==> config.mk <==
export PLATFORM = sky130hd
export DESIGN_NAME = image_header_dims_sniffer_top
export DESIGN_NICKNAME = d
export VERILOG_FILES = /design/src/hdl/ihds_pkg.sv /design/src/hdl/ihds_parser.sv /design/src/hdl/image_header_dims_sniffer_top.sv
export SDC_FILE = /design/constraint.sdc
export NUM_CORES = 1
export LEC_CHECK = 0
export BUFFER_PORTS_ARGS = -buffer_cell sky130_fd_sc_hd__buf_2
export CAP_MARGIN = 40
export CELL_PAD_IN_SITES_DETAIL_PLACEMENT = 0
export CELL_PAD_IN_SITES_GLOBAL_PLACEMENT = 1
export CORE_ASPECT_RATIO = 1.75
export CORE_MARGIN = 2
export CORE_UTILIZATION = 43
export DETAILED_ROUTE_END_ITERATION = 12
export GPL_TIMING_DRIVEN = 0
export PLACE_DENSITY = 0.74
export SLEW_MARGIN = 20
export SYNTH_ARGS = -nofsm -noshare
export SYNTH_HDL_FRONTEND = slang
export SYNTH_SLANG_ARGS = --single-unit
==> constraint.sdc <==
create_clock -name i_clk -period 2.8 [get_ports i_clk]
set_clock_uncertainty 0.1 [all_clocks]
set_input_delay 0.56 -clock i_clk [delete_from_list [all_inputs] [get_ports i_clk]]
set_output_delay 0.56 -clock i_clk [all_outputs]
set_load 0.1 [all_outputs]
==> src/hdl/ihds_pkg.sv <==
// Package with the state codes, marker constants and result type of the header sniffer.
package ihds_pkg;

    localparam int StateW = 4;

    localparam logic [StateW-1:0] ST_SNIFF  = 4'd0;
    localparam logic [StateW-1:0] ST_PNG    = 4'd1;
    localparam logic [StateW-1:0] ST_SOI    = 4'd2;
    localparam logic [StateW-1:0] ST_FF     = 4'd3;
    localparam logic [StateW-1:0] ST_MARKER = 4'd4;
    localparam logic [StateW-1:0] ST_LENHI  = 4'd5;
    localparam logic [StateW-1:0] ST_LENLO  = 4'd6;
    localparam logic [StateW-1:0] ST_SKIP   = 4'd7;
    localparam logic [StateW-1:0] ST_SOF    = 4'd8;
    localparam logic [StateW-1:0] ST_DONE   = 4'd9;
    localparam logic [StateW-1:0] ST_FAILED = 4'd10;

    localparam logic [1:0] PH_PARSING = 2'd0;
    localparam logic [1:0] PH_DONE    = 2'd1;
    localparam logic [1:0] PH_FAILED  = 2'd2;

    localparam logic [7:0] MK_PREFIX = 8'hFF;
    localparam logic [7:0] MK_SOI    = 8'hD8;
    localparam logic [7:0] MK_EOI    = 8'hD9;
    localparam logic [7:0] MK_SOS    = 8'hDA;
    localparam logic [7:0] MK_TEM    = 8'h01;
    localparam logic [7:0] MK_RST0   = 8'hD0;
    localparam logic [7:0] MK_SOF0   = 8'hC0;
    localparam logic [7:0] MK_SOF15  = 8'hCF;
    localparam logic [7:0] MK_DHT    = 8'hC4;
    localparam logic [7:0] MK_JPG    = 8'hC8;
    localparam logic [7:0] MK_DAC    = 8'hCC;

    localparam logic [7:0] PNG_SIG0 = 8'h89;

    localparam int DimW = 15;
    localparam logic [31:0] DIM_MAX = 32'd32767;

    typedef struct packed {
        logic            accepted;
        logic [1:0]      phase;
        logic            dims_valid;
        logic [DimW-1:0] width;
        logic [DimW-1:0] height;
    } t_result;

    function automatic logic [7:0] png_sig_byte(input logic [2:0] idx);
        logic [7:0] v;
        unique case (idx)
            3'd0: v = 8'h89;
            3'd1: v = 8'h50;
            3'd2: v = 8'h4E;
            3'd3: v = 8'h47;
            3'd4: v = 8'h0D;
            3'd5: v = 8'h0A;
            3'd6: v = 8'h1A;
            3'd7: v = 8'h0A;
            default: v = 8'h00;
        endcase
        return v;
    endfunction

    function automatic logic [7:0] ihdr_byte(input logic [1:0] idx);
        logic [7:0] v;
        unique case (idx)
            2'd0: v = 8'h49;
            2'd1: v = 8'h48;
            2'd2: v = 8'h44;
            2'd3: v = 8'h52;
            default: v = 8'h00;
        endcase
        return v;
    endfunction

    function automatic logic is_sof(input logic [7:0] m);
        return (m >= MK_SOF0) && (m <= MK_SOF15) && (m != MK_DHT) && (m != MK_JPG)
            && (m != MK_DAC);
    endfunction

    function automatic logic dim_ok(input logic [31:0] d);
        return (d != 32'd0) && (d <= DIM_MAX);
    endfunction

endpackage

==> src/hdl/ihds_parser.sv <==
// Parse state registers and the per-byte update and result logic of the header sniffer.
module ihds_parser (
    input  logic             i_clk,
    input  logic             i_rst_n,
    input  logic             i_step,
    input  logic [7:0]       i_byte,
    output ihds_pkg::t_result o_result
);
    import ihds_pkg::*;

    logic [StateW-1:0] r_state, n_state;
    logic [4:0]        r_pos, n_pos;
    logic [31:0]       r_wacc, n_wacc;
    logic [31:0]       r_hacc, n_hacc;
    logic [7:0]        r_len_hi, n_len_hi;
    logic              r_sof_pend, n_sof_pend;
    logic [2:0]        r_held, n_held;
    logic [15:0]       r_skip, n_skip;
    logic              w_acc;
    logic [15:0]       w_len;
    logic              w_done;

    assign w_len = {r_len_hi, i_byte};

    always_comb begin
        n_state    = r_state;
        n_pos      = r_pos;
        n_wacc     = r_wacc;
        n_hacc     = r_hacc;
        n_len_hi   = r_len_hi;
        n_sof_pend = r_sof_pend;
        n_held     = r_held;
        n_skip     = r_skip;
        w_acc      = 1'b0;
        unique case (r_state)
            ST_SNIFF: begin
                n_pos = 5'd1;
                if (i_byte == MK_PREFIX) begin
                    n_state = ST_SOI;
                    w_acc   = 1'b1;
                end else if (i_byte == PNG_SIG0) begin
                    n_state = ST_PNG;
                    w_acc   = 1'b1;
                end else begin
                    n_state = ST_FAILED;
                end
            end
            ST_PNG: begin
                n_pos = r_pos + 5'd1;
                w_acc = 1'b1;
                if (r_pos < 5'd8) begin
                    if (i_byte != png_sig_byte(r_pos[2:0])) begin
                        n_state = ST_FAILED;
                        n_pos   = r_pos;
                        w_acc   = 1'b0;
                    end
                end else if (r_pos >= 5'd12 && r_pos < 5'd16) begin
                    if (i_byte != ihdr_byte(r_pos[1:0])) begin
                        n_state = ST_FAILED;
                        n_pos   = r_pos;
                        w_acc   = 1'b0;
                    end
                end else if (r_pos >= 5'd16 && r_pos < 5'd20) begin
                    n_wacc = {r_wacc[23:0], i_byte};
                end else if (r_pos >= 5'd20 && r_pos < 5'd24) begin
                    n_hacc = {r_hacc[23:0], i_byte};
                    if (r_pos == 5'd23) begin
                        n_state = ST_DONE;
                        w_acc   = 1'b0;
                    end
                end
            end
            ST_SOI: begin
                if (i_byte != MK_SOI) begin
                    n_state = ST_FAILED;
                end else begin
                    n_state = ST_FF;
                    w_acc   = 1'b1;
                end
            end
            ST_FF: begin
                if (i_byte != MK_PREFIX) begin
                    n_state = ST_FAILED;
                end else begin
                    n_state = ST_MARKER;
                    w_acc   = 1'b1;
                end
            end
            ST_MARKER: begin
                w_acc = 1'b1;
                priority if (i_byte == MK_PREFIX) begin
                    n_state = ST_MARKER;
                end else if (i_byte == MK_TEM || (i_byte >= MK_RST0 && i_byte <= MK_SOI)) begin
                    n_state = ST_FF;
                end else if (i_byte == MK_EOI || i_byte == MK_SOS) begin
                    n_state = ST_FAILED;
                    w_acc   = 1'b0;
                end else begin
                    n_sof_pend = is_sof(i_byte);
                    n_state    = ST_LENHI;
                end
            end
            ST_LENHI: begin
                n_len_hi = i_byte;
                n_state  = ST_LENLO;
                w_acc    = 1'b1;
            end
            ST_LENLO: begin
                if (w_len < 16'd2 || (r_sof_pend && w_len < 16'd7)) begin
                    n_state = ST_FAILED;
                end else begin
                    w_acc = 1'b1;
                    if (r_sof_pend) begin
                        n_held  = 3'd0;
                        n_state = ST_SOF;
                    end else if (w_len == 16'd2) begin
                        n_state = ST_FF;
                    end else begin
                        n_skip  = w_len - 16'd2;
                        n_state = ST_SKIP;
                    end
                end
            end
            ST_SKIP: begin
                w_acc = 1'b1;
                if (r_skip <= 16'd1) begin
                    n_skip  = 16'd0;
                    n_state = ST_FF;
                end else begin
                    n_skip = r_skip - 16'd1;
                end
            end
            ST_SOF: begin
                n_held = r_held + 3'd1;
                w_acc  = 1'b1;
                unique case (r_held)
                    3'd1: n_hacc = {24'd0, i_byte};
                    3'd2: n_hacc = {r_hacc[23:0], i_byte};
                    3'd3: n_wacc = {24'd0, i_byte};
                    3'd4: begin
                        n_wacc  = {r_wacc[23:0], i_byte};
                        n_state = ST_DONE;
                        w_acc   = 1'b0;
                    end
                    default: ;
                endcase
            end
            default: ;
        endcase
    end

    assign w_done = (n_state == ST_DONE);

    always_comb begin
        o_result.accepted = w_acc;
        if (w_done) begin
            o_result.phase = PH_DONE;
        end else if (n_state >= ST_FAILED) begin
            o_result.phase = PH_FAILED;
        end else begin
            o_result.phase = PH_PARSING;
        end
        o_result.dims_valid = w_done && dim_ok(n_wacc) && dim_ok(n_hacc);
        o_result.width  = o_result.dims_valid ? n_wacc[DimW-1:0] : '0;
        o_result.height = o_result.dims_valid ? n_hacc[DimW-1:0] : '0;
    end

    always_ff @(posedge i_clk) begin
        if (!i_rst_n) begin
            r_state    <= ST_SNIFF;
            r_pos      <= '0;
            r_wacc     <= '0;
            r_hacc     <= '0;
            r_len_hi   <= '0;
            r_sof_pend <= 1'b0;
            r_held     <= '0;
            r_skip     <= '0;
        end else if (i_step) begin
            r_state    <= n_state;
            r_pos      <= n_pos;
            r_wacc     <= n_wacc;
            r_hacc     <= n_hacc;
            r_len_hi   <= n_len_hi;
            r_sof_pend <= n_sof_pend;
            r_held     <= n_held;
            r_skip     <= n_skip;
        end
    end

endmodule

==> src/hdl/image_header_dims_sniffer_top.sv <==
// Top level of the header sniffer: input register, parser and result register.
//
//   Channel  Direction  Handshake             Payload
//   input    in         i_valid / o_stall     i_data_byte
//   result   out        o_valid / i_stall     o_byte_accepted, o_parse_phase, o_dims_valid,
//                                             o_image_width, o_image_height
//
// One item is taken per cycle while o_stall is low; each result passes the input register, then the result register.
// The parse state advances in the same cycle as the input register hands its byte on.
// Reset clears the parse state and both valid flags.
// A stall on the result side holds the result register and, once the input register is
// full as well, stalls the input in the same cycle.
module image_header_dims_sniffer_top (
    input  logic        i_clk,
    input  logic        i_rst_n,
    input  logic        i_valid,
    output logic        o_stall,
    input  logic [7:0]  i_data_byte,
    output logic        o_valid,
    input  logic        i_stall,
    output logic        o_byte_accepted,
    output logic [1:0]  o_parse_phase,
    output logic        o_dims_valid,
    output logic [14:0] o_image_width,
    output logic [14:0] o_image_height
);
    import ihds_pkg::*;

    logic       r_in_valid;
    logic [7:0] r_in_byte;
    logic       r_out_valid;
    t_result    r_out;
    t_result    w_result;
    logic       w_step;

    assign w_step  = r_in_valid && (!r_out_valid || !i_stall);
    assign o_stall = r_in_valid && !w_step;

    ihds_parser u_parser (
        .i_clk    (i_clk),
        .i_rst_n  (i_rst_n),
        .i_step   (w_step),
        .i_byte   (r_in_byte),
        .o_result (w_result)
    );

    always_ff @(posedge i_clk) begin
        if (!i_rst_n) begin
            r_in_valid <= 1'b0;
        end else if (!o_stall) begin
            r_in_valid <= i_valid;
        end
    end

    always_ff @(posedge i_clk) begin
        if (!o_stall && i_valid) begin
            r_in_byte <= i_data_byte;
        end
    end

    always_ff @(posedge i_clk) begin
        if (!i_rst_n) begin
            r_out_valid <= 1'b0;
        end else if (w_step) begin
            r_out_valid <= 1'b1;
        end else if (!i_stall) begin
            r_out_valid <= 1'b0;
        end
    end

    always_ff @(posedge i_clk) begin
        if (w_step) begin
            r_out <= w_result;
        end
    end

    assign o_valid         = r_out_valid;
    assign o_byte_accepted = r_out.accepted;
    assign o_parse_phase   = r_out.phase;
    assign o_dims_valid    = r_out.dims_valid;
    assign o_image_width   = r_out.width;
    assign o_image_height  = r_out.height;

    a_accept_loads: assert property (@(posedge i_clk) disable iff (!i_rst_n)
        (i_valid && !o_stall) |=> (r_in_valid && r_in_byte == $past(i_data_byte)))
        else $error("accepted item not held in the input register");

    a_dims_need_done: assert property (@(posedge i_clk) disable iff (!i_rst_n)
        (o_valid && o_dims_valid) |-> (o_parse_phase == PH_DONE))
        else $error("dimensions flagged valid outside the done phase");

    a_accept_while_parsing: assert property (@(posedge i_clk) disable iff (!i_rst_n)
        (o_valid && o_byte_accepted) |-> (o_parse_phase == PH_PARSING))
        else $error("byte accepted in a final phase");

    a_zero_dims: assert property (@(posedge i_clk) disable iff (!i_rst_n)
        (o_valid && !o_dims_valid) |-> (o_image_width == '0 && o_image_height == '0))
        else $error("dimensions not zero while invalid");

endmodule
==> metrics.yaml <==
drt:
  wl_per_cell_um: 21.1
  drc: 0
  vias_per_cell: 6.02
  drt_iter0_markers: 424
  dr_total_vias: 7207
  drt_pass1_iterations: 5
  wl_um: 25300
  postRouteAntennaNets: 0
power_and_ir_drop:
  clockPowerShare: 0.430
  switchingPower_mw: 1.60
  power_mw: 5.67
  internal_power_mw: 4.07
  peakVddDrop_mv: 0.451
  p_sw_frac: 0.282
  seq_power_share: 0.413
  comb_power_share: 0.157
  leakagePower_nw: 3.85
  power_density_nw_per_um2: 564
die:
  initial_core_util: 0.436
  floorplan.rows: 65
  die-area_um2: 19400
  io_pins: 48
  die_w_um: 106
  core_um2: 18000
  die_h_um: 183
grt:
  antenna_found_initial: 0
  grt_pass1_wl_um: 38700
  grt_use_total: 0.263
  grt_pass1_vias: 7199
  grt_max_degree: 24
  grt_overflow_total: 0
setup_path:
  r2r-end: "o_image_height[9]$_SDFFCE_PN0P_"
  reg2regPathDepth: 10
  regToRegStartpoint: "r_in_byte[4]$_DFFE_PP_"
  r2r_slack_ns: -0.1
  cp.required_ns: 2.99
  crit_fanout: 7
  worstSetupPathType: "reg -> reg"
  crit_arrival_ns: 3.09
  startpoint: "r_in_byte[4]$_DFFE_PP_"
  cp-start-kind: "flip-flop"
  end_kind: "flip-flop"
logic_synthesis:
  synth_top_area_cell: "dfxtp_1"
  syn_area_per_cell_um2: 9.32
  syn_inst: 841
  yosysWarnings: 0
  synth_area_leaders: "dfxtp_1 28%, edfxtp_1 16%, a22oi_1 7.6%, nor2_1 6.4%, nor3_2 4.0%"
  synth-async-reset-ratio: 0
  ys_ff_latch: 152
  syn-num-nets: 870
  synth.top_cell.area_share: 0.281
  yosysMostFrequentCell: "nor2_1"
  syn_area_um2: 7840
  synth_seq_area_share: 0.442
  synth_ff_type: "dfxtp_1"
  synth_commonest_cells: "134 x nor2_1, 110 x dfxtp_1, 79 x a22oi_1"
  yosysUniqueCellTypes: 76
  synth-edff-count: 42
clock_tree:
  root_buffer: "clkbuf_16"
  postCtsHoldBufs: 0
  clock_sinks: 152
  clk_pin_slew_ns: 0.07
  clock_latency_ns: 0.45
  cts_buffer_depth: 2
  cts_made_buffers: 17
  htree_num_levels: 4
  cts_tree: "built"
timing:
  slew-limit-headroom: 0.517
  setup_violations: 33
  grt_setup_unrepaired: "yes"
  worst_pin_slew_ns: 0.724
  hold_viol: 0
  drv_slew: 0
  period_needed_ns: 2.90
  finalCritPeriodShare: 1.03
  clock.fmax_mhz: 345
  finalWorstSetupSlack_ns: -0.0956
job:
  maxCapViolCount: 0
place:
  hpwl_um: 18200
  portBuffers: 47
  place_congestion: 0.954
cells_and_area:
  fin_util: 0.559
  drive_gt1_frac: 0.277
  syn_to_final_growth_pct: 28.3
  fill_cells: 1627
  nNetsFinal: 980
  diodes: 0
hold_path:
  hold_depth: 1
  hold-path-endpoint: "r_in_byte[2]$_DFFE_PP_"
  min_path_type: "in -> reg"
  min_from: "i_data_byte[2]"
status:
  status: "finished, violations left"
  failed_checks: "negative setup slack"
[power groups by stage]
stage	Sequential (mW)	Combinational (mW)	Clock [mW]
after floorplan	2.53	0.360	0
after global placement	2.38	0.679	0
after detailed placement	2.38	0.692	0
after CTS	2.34	0.803	2.46
after global routing	2.34	0.931	2.54
final	2.34	0.891	2.44
[layout make-up]
| cell class | count | area, um^2 | area share |
|---|---|---|---|
| inverters | 18 | 67.6 | 0.00672 |
| flip-flops and latches | 152 | 3480 | 0.346 |
| repair buffers | 96 | 683 | 0.0679 |
| clock buffers | 19 | 433 | 0.0431 |
| well taps | 234 | 293 | 0.0291 |
| multi-input cells | 606 | 4540 | 0.452 |
| plain buffers | 60 | 375 | 0.0373 |
| clock inverters | 13 | 179 | 0.0178 |
[flip-flops by register name (all words and copies together), names as in the netlist, 2 cells and up, named ones only]
name	count
u_parser.r_len_hi	8
o_image_width	15
r_in_byte	8
u_parser.r_state	4
o_parse_phase	2
u_parser.r_hacc	32
u_parser.r_skip	16
u_parser.r_wacc	32
u_parser.r_held	3
u_parser.r_pos	5
o_image_height	15
[worst max-delay path, stage by stage (launching register included)]
cell and delay (ns):
edfxtp_1 0.37, buf_6 0.14, or4_4 0.53, nand2b_4 0.20
o32ai_4 0.28, a311oi_2 0.06, buf_4 0.19, a311oi_4 0.26
nand3_4 0.24, buf_12 0.24, nor3_4 0.11
[cells in the final DEF, fill, tap and decap left out, drive strengths merged, types with 6 or more instances in the layout]
cell type,instances
xor2,15
a22oi,79
xnor2,9
inv,17
nor2,134
nor3,50
clkbuf,59
nor4,23
o22ai,9
buf,116
a211oi,11
dfxtp,110
ha,17
o21ai,35
clkinv,7
mux2i,19
edfxtp,42
nand2,45
or3,6
or4,8
a21oi,39
nand3,16
[cell families (layout without fill, tap and decap cells)]
family                     after synthesis  after routing  synth area share
xor gates and xnor gates                24             24            0.0268
buffers and inverters                   83            206            0.0466
muxes                                   23             23            0.0300
AOI/OAI and AO/OA                      218            218             0.200
and+or+nand+nor                        324            324             0.228
DFF                                    152            152             0.442
adders and majority gates               17             17            0.0271
[repair_timing]
| item | CTS | global route |
|---|---|---|
| resized for setup | 86 | 60 |
| endpoints found under the hold margin | 0 | 0 |
| cloned | 2 | 0 |
| pin swaps | 37 | 15 |
| setup endpoints to repair | 86 | 82 |
| buffers inserted | 27 | 19 |
[worst max-delay path by stage]
| stage | cells past startpoint | slack [ns] | endpoint |
|---|---|---|---|
| 4_1_cts | 10 | -0.08 | o_image_height[2]$_SDFFCE_PN0P_ |
| 5_1_grt | 11 | -0.20 | o_image_width[14]$_SDFFCE_PN0P_ |
| 6_report | 10 | -0.1 | o_image_height[9]$_SDFFCE_PN0P_ |
| 3_3_place_gp | 8 | -1.02 | o_image_height[0]$_SDFFCE_PN0P_ |
| 2_1_floorplan | 11 | 0.02 | o_image_width[0]$_SDFFCE_PN0P_ |
| 3_5_place_dp | 8 | -0.99 | o_image_height[2]$_SDFFCE_PN0P_ |
[through the flow]
stage	hold slack, ns	TNS (ns)	instances	cell area [um^2]	setup WS, ns
after floorplan	0.350	0	841	7850	0.0190
after global placement	0.366	-62.77	1122	8380	-1.02
after detailed placement	0.374	-41.73	1124	8420	-0.990
after CTS	0.178	-1.17	1181	9640	-0.0795
after global routing	0.177	-6.25	1198	10100	-0.196
final	0.183	-2.06	1198	10100	-0.0956
[layer usage]
layer,GRT usage,up-vias,wire length [um],part of all wire
met5,0,-,0,0
met4,0.143,0,1150,0.045
met3,0.0429,77,927,0.037
met2,0.498,212,13800,0.55
met1,0.270,3579,9390,0.37
li1,-,3339,-,-
Power figures use the tool's default switching activity.
